$ cat src/rtl/core/crc_frx_pkg.sv
package crc_frx_pkg;

  localparam int unsigned HeaderBytes = 24;
  localparam int unsigned PosWidth = 5;

  localparam logic [31:0] CrcPoly = 32'hEDB88320;
  localparam logic [31:0] CrcOnes = 32'hFFFFFFFF;

  localparam logic [15:0] MaxLenReset = 16'd1024;

  localparam logic [1:0] PHASE_HEADER  = 2'd0;
  localparam logic [1:0] PHASE_PAYLOAD = 2'd1;
  localparam logic [1:0] PHASE_HALTED  = 2'd2;

  localparam logic [1:0] STATUS_OK       = 2'd0;
  localparam logic [1:0] STATUS_CRC_BAD  = 2'd1;
  localparam logic [1:0] STATUS_TOO_LONG = 2'd2;

  localparam logic [PosWidth-1:0] POS_TYPE      = PosWidth'(1);
  localparam logic [PosWidth-1:0] POS_FLAGS     = PosWidth'(2);
  localparam logic [PosWidth-1:0] POS_LEN_HI    = PosWidth'(4);
  localparam logic [PosWidth-1:0] POS_LEN_LO    = PosWidth'(5);
  localparam logic [PosWidth-1:0] POS_ID_FIRST  = PosWidth'(8);
  localparam logic [PosWidth-1:0] POS_ID_LAST   = PosWidth'(11);
  localparam logic [PosWidth-1:0] POS_TS_FIRST  = PosWidth'(12);
  localparam logic [PosWidth-1:0] POS_TS_LAST   = PosWidth'(15);
  localparam logic [PosWidth-1:0] POS_CRC_FIRST = PosWidth'(16);
  localparam logic [PosWidth-1:0] POS_CRC_LAST  = PosWidth'(19);
  localparam logic [PosWidth-1:0] POS_LAST      = PosWidth'(HeaderBytes - 1);

  typedef struct packed {
    logic [7:0]  payload_byte;
    logic        data_valid;
    logic        frame_end;
    logic [1:0]  status;
    logic [7:0]  frame_type;
    logic [7:0]  frame_flags;
    logic [15:0] frame_length;
    logic [31:0] frame_id;
    logic [31:0] time_stamp;
  } result_t;

  // reflected crc-32, one byte per call, unrolls to an xor network
  function automatic logic [31:0] crc_byte(input logic [31:0] crc_in, input logic [7:0] data);
    logic [31:0] c;
    c = crc_in ^ {24'd0, data};
    for (int k = 0; k < 8; k++) begin
      if (c[0]) begin
        c = (c >> 1) ^ CrcPoly;
      end else begin
        c = c >> 1;
      end
    end
    return c;
  endfunction

endpackage

$ cat src/rtl/core/crc_checked_frame_receiver_unit.sv
// Frame receiver with CRC-32 check on a byte stream.
// Input channel: rx_byte with in_valid / in_stall, one stream byte per word.
// Output channel: out_valid / out_stall with one word per payload byte and one
// word for the end of a zero-length or over-limit frame; header bytes give none.
// The last payload word of a frame has frame_end set with status and header fields.
// Configuration: cfg_wr_en / cfg_wr_data write max_payload_length at once; the user
// must write it only while the block is idle, as the block does not enforce this.
// The limit is sampled at the last header byte; a result is registered and
// appears in the cycle after its byte is accepted. Throughput: one byte per cycle
// while in_stall is low; the crc update is one xor network per byte between the
// input handshake and the output register. in_stall rises only while a result is
// held and out_stall is high; a held result is taken and replaced in the same cycle.
// Reset (rst, synchronous): header phase, crc all ones, limit 1024, output empty.
// A frame longer than the limit reports status 2 and then every later byte is
// swallowed without a result until reset.
module crc_checked_frame_receiver_unit (
  input  logic        clk,
  input  logic        rst,
  input  logic        in_valid,
  output logic        in_stall,
  input  logic [7:0]  rx_byte,
  input  logic        cfg_wr_en,
  input  logic [15:0] cfg_wr_data,
  output logic        out_valid,
  input  logic        out_stall,
  output logic [7:0]  payload_byte,
  output logic        data_valid,
  output logic        frame_end,
  output logic [1:0]  status,
  output logic [7:0]  frame_type,
  output logic [7:0]  frame_flags,
  output logic [15:0] frame_length,
  output logic [31:0] frame_id,
  output logic [31:0] time_stamp
);

  logic [15:0] max_len;
  logic [1:0]  phase, phase_next;
  logic [crc_frx_pkg::PosWidth-1:0] hdr_pos, hdr_pos_next;
  logic [15:0] bytes_left, bytes_left_next;
  logic [7:0]  held_type, held_type_next;
  logic [7:0]  held_flags, held_flags_next;
  logic [15:0] held_length, held_length_next;
  logic [31:0] held_id, held_id_next;
  logic [31:0] held_stamp, held_stamp_next;
  logic [31:0] expected_crc, expected_crc_next;
  logic [31:0] running_crc, running_crc_next;
  logic [31:0] crc_upd;

  crc_frx_pkg::result_t res, res_next;
  logic res_valid_next;
  logic take;

  assign in_stall = out_valid & out_stall;
  assign take     = in_valid & ~in_stall;
  assign crc_upd  = crc_frx_pkg::crc_byte(running_crc, rx_byte);

  always_comb begin
    phase_next        = phase;
    hdr_pos_next      = hdr_pos;
    bytes_left_next   = bytes_left;
    held_type_next    = held_type;
    held_flags_next   = held_flags;
    held_length_next  = held_length;
    held_id_next      = held_id;
    held_stamp_next   = held_stamp;
    expected_crc_next = expected_crc;
    running_crc_next  = running_crc;
    res_next          = '0;
    res_valid_next    = 1'b0;

    case (phase)
      crc_frx_pkg::PHASE_HEADER: begin
        if (hdr_pos == crc_frx_pkg::POS_TYPE) begin
          held_type_next = rx_byte;
        end else if (hdr_pos == crc_frx_pkg::POS_FLAGS) begin
          held_flags_next = rx_byte;
        end else if (hdr_pos == crc_frx_pkg::POS_LEN_HI
                     || hdr_pos == crc_frx_pkg::POS_LEN_LO) begin
          held_length_next = {held_length[7:0], rx_byte};
        end else if (hdr_pos >= crc_frx_pkg::POS_ID_FIRST
                     && hdr_pos <= crc_frx_pkg::POS_ID_LAST) begin
          held_id_next = {held_id[23:0], rx_byte};
        end else if (hdr_pos >= crc_frx_pkg::POS_TS_FIRST
                     && hdr_pos <= crc_frx_pkg::POS_TS_LAST) begin
          held_stamp_next = {held_stamp[23:0], rx_byte};
        end else if (hdr_pos >= crc_frx_pkg::POS_CRC_FIRST
                     && hdr_pos <= crc_frx_pkg::POS_CRC_LAST) begin
          expected_crc_next = {expected_crc[23:0], rx_byte};
        end

        if (hdr_pos != crc_frx_pkg::POS_LAST) begin
          hdr_pos_next = hdr_pos + 1'b1;
        end else begin
          hdr_pos_next     = '0;
          running_crc_next = crc_frx_pkg::CrcOnes;
          res_next.frame_type   = held_type;
          res_next.frame_flags  = held_flags;
          res_next.frame_length = held_length;
          res_next.frame_id     = held_id;
          res_next.time_stamp   = held_stamp;
          if (held_length > max_len) begin
            phase_next        = crc_frx_pkg::PHASE_HALTED;
            res_next.frame_end = 1'b1;
            res_next.status   = crc_frx_pkg::STATUS_TOO_LONG;
            res_valid_next    = 1'b1;
          end else if (held_length == 16'd0) begin
            res_next.frame_end = 1'b1;
            res_next.status   = (expected_crc == 32'd0) ? crc_frx_pkg::STATUS_OK
                                                        : crc_frx_pkg::STATUS_CRC_BAD;
            res_valid_next    = 1'b1;
          end else begin
            bytes_left_next = held_length;
            phase_next      = crc_frx_pkg::PHASE_PAYLOAD;
            res_next        = '0;
          end
        end
      end
      crc_frx_pkg::PHASE_PAYLOAD: begin
        res_next.payload_byte = rx_byte;
        res_next.data_valid   = 1'b1;
        res_valid_next        = 1'b1;
        running_crc_next      = crc_upd;
        bytes_left_next       = bytes_left - 1'b1;
        if (bytes_left == 16'd1) begin
          res_next.frame_end    = 1'b1;
          res_next.status       = ((crc_upd ^ crc_frx_pkg::CrcOnes) == expected_crc)
                                  ? crc_frx_pkg::STATUS_OK : crc_frx_pkg::STATUS_CRC_BAD;
          res_next.frame_type   = held_type;
          res_next.frame_flags  = held_flags;
          res_next.frame_length = held_length;
          res_next.frame_id     = held_id;
          res_next.time_stamp   = held_stamp;
          phase_next            = crc_frx_pkg::PHASE_HEADER;
          hdr_pos_next          = '0;
          running_crc_next      = crc_frx_pkg::CrcOnes;
        end
      end
      default: begin
        // halted: bytes are swallowed
      end
    endcase
  end

  always_ff @(posedge clk) begin
    if (rst) begin
      max_len      <= crc_frx_pkg::MaxLenReset;
      phase        <= crc_frx_pkg::PHASE_HEADER;
      hdr_pos      <= '0;
      bytes_left   <= '0;
      held_type    <= '0;
      held_flags   <= '0;
      held_length  <= '0;
      held_id      <= '0;
      held_stamp   <= '0;
      expected_crc <= '0;
      running_crc  <= crc_frx_pkg::CrcOnes;
      out_valid    <= 1'b0;
    end else begin
      if (cfg_wr_en) begin
        max_len <= cfg_wr_data;
      end
      if (take) begin
        phase        <= phase_next;
        hdr_pos      <= hdr_pos_next;
        bytes_left   <= bytes_left_next;
        held_type    <= held_type_next;
        held_flags   <= held_flags_next;
        held_length  <= held_length_next;
        held_id      <= held_id_next;
        held_stamp   <= held_stamp_next;
        expected_crc <= expected_crc_next;
        running_crc  <= running_crc_next;
        out_valid    <= res_valid_next;
      end else if (out_valid && !out_stall) begin
        out_valid <= 1'b0;
      end
    end
  end

  always_ff @(posedge clk) begin
    if (take) begin
      res <= res_next;
    end
  end

  assign payload_byte = res.payload_byte;
  assign data_valid   = res.data_valid;
  assign frame_end    = res.frame_end;
  assign status       = res.status;
  assign frame_type   = res.frame_type;
  assign frame_flags  = res.frame_flags;
  assign frame_length = res.frame_length;
  assign frame_id     = res.frame_id;
  assign time_stamp   = res.time_stamp;

endmodule
$ cat config.mk
export PLATFORM = sky130hd
export DESIGN_NAME = crc_checked_frame_receiver_unit
export DESIGN_NICKNAME = d
export VERILOG_FILES = /design/src/rtl/core/crc_frx_pkg.sv /design/src/rtl/core/crc_checked_frame_receiver_unit.sv
export SDC_FILE = /design/constraint.sdc
export NUM_CORES = 1
export LEC_CHECK = 0
export ABC_AREA = 1
export BUFFER_PORTS_ARGS = -buffer_cell sky130_fd_sc_hd__buf_2
export CAP_MARGIN = 20
export CORE_ASPECT_RATIO = 0.6
export CORE_MARGIN = 2
export CORE_UTILIZATION = 55
export CTS_CLUSTER_DIAMETER = 120
export DETAILED_ROUTE_END_ITERATION = 8
export GPL_ROUTABILITY_DRIVEN = 0
export GPL_TIMING_DRIVEN = 0
export PLACE_DENSITY = 0.79
export SETUP_SLACK_MARGIN = 0.05
export SYNTH_ARGS = -nofsm -noshare
export SYNTH_HDL_FRONTEND = slang
export SYNTH_SLANG_ARGS = --single-unit
$ cat constraint.sdc
create_clock -name clk -period 4.1 [get_ports clk]
set_input_delay 0.41 -clock clk [delete_from_list [all_inputs] [get_ports clk]]
set_output_delay 0.41 -clock clk [all_outputs]
set_load 0.1 [all_outputs]
# After elaboration in Yosys (flattened, before gate mapping)
# Index checks and enable logic that the tools add are counted.
[op_classes] n_eq_ne=13 reduce_logical=21 addsub=2 n_mux=38 order_cmp=7 bitwise_logic=18
[op_table] op="two-way mux 32 bit" count=10
[op_table] op="one-hot mux 108 bit (2 select lines)" count=1
[op_table] op="two-way mux 99 bit" count=2
[op_table] op="two-way mux 96 bit" count=2
[op_table] op="inverter 13 -> 14 bit" count=8
[op_table] op="one-hot mux 32 bit (2 select lines)" count=1
[op_table] op="two-way mux 16 bit" count=3
[op_table] op="equality test 32 bit" count=1
[op_table] op="zero test 32 bit" count=1
[op_table] op="inverter 32 bit" count=1
[op_table] op="one-hot mux 16 bit (2 select lines)" count=1
[op_table] op="XOR 32 x 8 -> 32 bit" count=1
[op_table] op="equality test 16 x 1 -> 1 bit (second input constant)" count=1
[op_table] op="> comparator 16 bit" count=1
[op_table] op="zero test 16 bit" count=1
[op_table] op="subtractor 16 x 1 -> 16 bit (second input constant)" count=1
[op_table] op="AND reduction 5 bit" count=3
[op_table] op="equality test 5 x 3 -> 1 bit (second input constant)" count=2
[op_table] op=">= comparator 5 x 4 -> 1 bit (second input constant)" count=2
[op_table] op="<= comparator 5 x 4 -> 1 bit (second input constant)" count=2
[op_table] op="two-way mux 5 bit" count=2
[op_table] op="one-hot mux 5 bit (2 select lines)" count=1
[op_table] op="AND reduction 3 bit" count=3
[op_table] op="two-way mux 2 bit" count=4
[op_table] op="other kinds (24)" count=44
[word_totals] ff_bits=308 out_inout_bits=110 elab_cells=120 inputBits=29

# Longest topological paths before layout
[depth] depth_word=22 depth_mapped=18 ltp_nobuf=18

# Least setup slack after synthesis
# No wires, ideal clock.
[synth_path] kind="register -> register" from="register out_valid" to="register res (netlist bit data_valid) (enable)" slack_ns=0.536 arrival_time_ns=3.101 synth_period_minus_slack_ns=3.564 path_buffers=0 t_required_ns=3.637 setup_time_ns=0.463 path_stages_with_launch=4 cell_sequence="dfxtp_1 > nand2_1 > nand2_1 > inv_1"
[synth_between] elab_chain_len=3
[synth_lines] item="start: declaration" line="crc_checked_frame_receiver_unit.sv:24" text="output logic out_valid,"
[synth_lines] item="start signal: assignment" line="crc_checked_frame_receiver_unit.sv:174" text="out_valid <= res_valid_next;"
[synth_lines] item="AND 1 bit" line="crc_checked_frame_receiver_unit.sv:54" text="assign in_stall = out_valid & out_stall;"
[synth_lines] item="inverter 1 bit" line="crc_checked_frame_receiver_unit.sv:55" text="assign take = in_valid & ~in_stall;"
[synth_lines] item="AND 1 bit" line="crc_checked_frame_receiver_unit.sv:55"
[synth_lines] item="named net take" line="crc_checked_frame_receiver_unit.sv:52" text="logic take;"
[synth_lines] item="end signal: assignment" line="crc_checked_frame_receiver_unit.sv:183" text="res <= res_next;"
[synth_lines] item="end: declaration" line="crc_checked_frame_receiver_unit.sv:50" text="crc_frx_pkg::result_t res, res_next;"
# The timed path passes the listed nets, and every way through them passes these cells.
# A chain may end at the register's enable or synchronous reset.

==> summary.txt <==
Status
  – Status: complete, no violations

CTS
  – CTS clk-pin slew, worst paths: 0.07 ns
  – Root Driver: clkbuf_16
  – # Post-CTS Setup Buffers: 0
  – H-tree depth: 1
  – Post-CTS Hold Buffers: 0
  – Post-CTS Resized: 0
  – Clock tree sinks: about 300
  – CTS Buf Count: 27
  – TritonCTS clock tree: done
  – Clock Path Buffers: 3
  – Clk Latency, worst-skew pair: 0.56 ns

Floorplan
  – Core area: 25400 um2
  – Starting Density: a little under three fifths
  – Num ports: 139
  – Core Rows: 45
  – Die Ht: 129 um
  – Die Wd: 212 um
  – Die area: 27300 um2

Detailed routing
  – Drt total wl: 42700 um
  – # DRC: 0
  – Drt pass-1 iters: 7
  – Post-route ant nets: 0
  – Initial drt markers: 2003
  – DR WL/cell: 18.6 um
  – Vias per cell: 5.83
  – Via count: 13400

Logic synthesis
  – Syn Nets: between 1500 and 2000
  – Yosys cell types: 43
  – Cell Area, Synth: 14300 um2
  – Synth Area per Inst: 8.12 um2
  – Yosys reg bits: 308
  – Post-synth EDFFs: approximately 110
  – Cell taking the most area after synthesis: dfxtp_1
  – Synth warn: 0
  – Synth area leaders: dfxtp_1 (28%), edfxtp_1 (23%), nand2_1 (10%)
  – Area share of the largest cell type after synthesis: ~28%
  – Ys async rst share: 0%
  – Prevailing post-synth register cell: dfxtp_1
  – Post-synthesis sequential area ratio: 50.8%
  – Post-synthesis instance total: roughly 1800

Min path
  – Worst hold path class: input pin to flop

STA
  – Tightest Pin Transition: 0.870 ns
  – Min Clock Period, post-route: 2.63 ns
  – RSZ-0062 raised after global routing: no
  – Max-slew violation count: 0
  – Setup-failing EPs final: 0
  – Fin crit share: approximately 64%
  – Peak Freq: 381 MHz
  – Max-slew headroom: 42.0%
  – Final hold vios: 0
  – Final setup skew: 0.0126 ns

Setup path
  – CP Capture Type: flop
  – Setup CP Type: flop to flop
  – Crit start category: flop
  – Req. time, crit path: 4.39 ns
  – Worst-path fanout max: 10
  – Critical Path AT: 2.92 ns

Finish
  – Final Util: ~64%
  – Layout cells sized above 1: 15.0%
  – Design Area, Final: 16400 um2
  – P&R area growth vs syn: 14.7%
  – Antenna fix cells: 0
  – Nets: roughly 2000
  – Non-Filler Instances: 2300

Place
  – Post-DP HPWL: 31800 um
  – Cells after DPL: 2250
  – Post-DP Area: about 15000 um2
  – IO buf count: around 140

GRT
  – Grt total ovfl: 0
  – Initial antenna violation count: 0
  – GRT Util Overall: 30.8%
  – First-pass GRT wire length: approximately 65000 um
  – Largest net degree at the start of global routing: 71
  – Vias in the first global route: 11700

Job
  – Max-Cap Viols: 0

Pwr
  – Power Density: 423 nW/um2
  – VDD IR-drop max: between 0.3 and 0.4 mV
  – Pleak: ~7.1 nW
flip-flops by register name, indices dropped and copies added, names as in the netlist, 2 cells and up:
signal,flops
held_id,32
hdr_pos,5
frame_type,8
held_type,8
time_stamp,32
frame_flags,8
frame_id,32
phase,2
held_flags,8
held_stamp,32
expected_crc,32
running_crc,32
frame_length,16
payload_byte,8
status,2
bytes_left,16
max_len,16
held_length,16
area by class of cell:
type,instances,area [um2]
fill,2092,9020
sequential,308,7250
multi-input combinational,1192,6010
clock buffer,35,747
timing repair buffer,139,718
inverter,180,684
tap,352,440
buffer,79,338
clock inverter,15,189
per-layer routing:
layer	track usage [%]	up-vias	wire length [um]
met3	8.03	122	6000
met5	1.38	-	47
li1	-	6219	-
met2	44.6	872	17400
met1	45.1	6205	18000
met4	8.86	2	1280
worst paths after layout:
path	start	to	slack, ns	cells past startpoint
setup / recovery	max_len[9]$_SDFFE_PP0P_	frame_length[14]$_DFFE_PP_	1.47	13
hold / removal	cfg_wr_data[10]	max_len[10]$_SDFFE_PP1P_	0.06	3
setup reg to reg	max_len[9]$_SDFFE_PP0P_	frame_length[14]$_DFFE_PP_	1.47	13
hold reg to reg	held_id[24]$_SDFFE_PP0P_	held_id[24]$_SDFFE_PP0P_	0.46	2
Yosys cell counts (2+ instances only):
cell type	count
nand2_1	384
a21oi_1	203
dfxtp_1	200
o21ai_0	179
inv_1	155
nor2_1	120
edfxtp_1	108
nand3_1	82
clkbuf_1	55
a21boi_0	48
nand2_2	31
ha_1	23
o22ai_1	23
buf_2	21
inv_2	20
nand2_4	18
nand3b_1	14
nand4_1	12
nor4_1	12
xor2_1	11
nor3_1	6
a211oi_1	3
o21bai_1	3
or2_2	3
and2_1	2
buf_4	2
clkinv_1	2
inv_4	2
nor2_2	2
o211ai_1	2
per-stage QoR:
step           power, mW  setup TNS, ns  setup slack (ns)  hold slack, ns
5_1_grt             7.14              0              1.26          0.0842
2_1_floorplan       4.04              0             0.536           0.430
6_report            6.93              0              1.47          0.0603
4_1_cts             6.92              0              1.50          0.0608
3_5_place_dp        4.26              0              1.42           0.447
3_3_place_gp        4.24          -8.26           -0.0879           0.441
where the power goes:
| group | internal, mW | switching (mW) | leakage [nW] |
|---|---|---|---|
| Clock | 1.55 | 1.17 | 0.462 |
| Sequential | 3.25 | 0.0596 | 2.74 |
| Combinational | 0.198 | 0.716 | 3.88 |
| Total | 4.99 | 1.94 | 7.08 |
worst max-delay path: stages, from the launching register on:
cell	delay [ns]
dfxtp_1	0.31
inv_1	0.06
ha_1	0.30
a21oi_1	0.12
nand3b_1	0.11
a21oi_1	0.07
nor2_1	0.12
nand2_1	0.11
nand2_1	0.11
nand2_1	0.08
nand3_2	0.22
buf_2	0.33
buf_2	0.28
a21oi_1	0.12
placed cells by master (no fill, tap or decap), drive strengths merged:
cell type,synthesis,routed
a211oi,3,3
a21boi,48,48
a21oi,204,204
a22oi,1,1
a311oi,1,1
a31oi,1,1
and2,2,2
buf,24,163
bufinv,0,4
clkbuf,55,90
clkinv,3,12
clkinvlp,0,1
dfxtp,200,200
edfxtp,108,108
ha,23,23
inv,177,178
nand2,433,433
nand3,84,84
nand3b,14,14
nand4,12,12
nor2,122,122
nor3,8,8
nor4,12,12
o211ai,2,2
o21ai,180,180
o21bai,3,3
o22ai,23,23
o31ai,1,1
or2,3,3
xor2,12,12
cell families after synthesis:
kind of cell / after synthesis / synth area share (%)
buffers and inverters: 259 / 7.14
adder cells (fa/ha/maj): 23 / 2.02
AND/OR/NAND/NOR: 690 / 21.6
flip-flops: 308 / 50.8
AO/OA/AOI/OAI: 467 / 17.7
XOR/XNOR: 12 / 0.789
No activity file was read; power rests on OpenSTA's default activity.
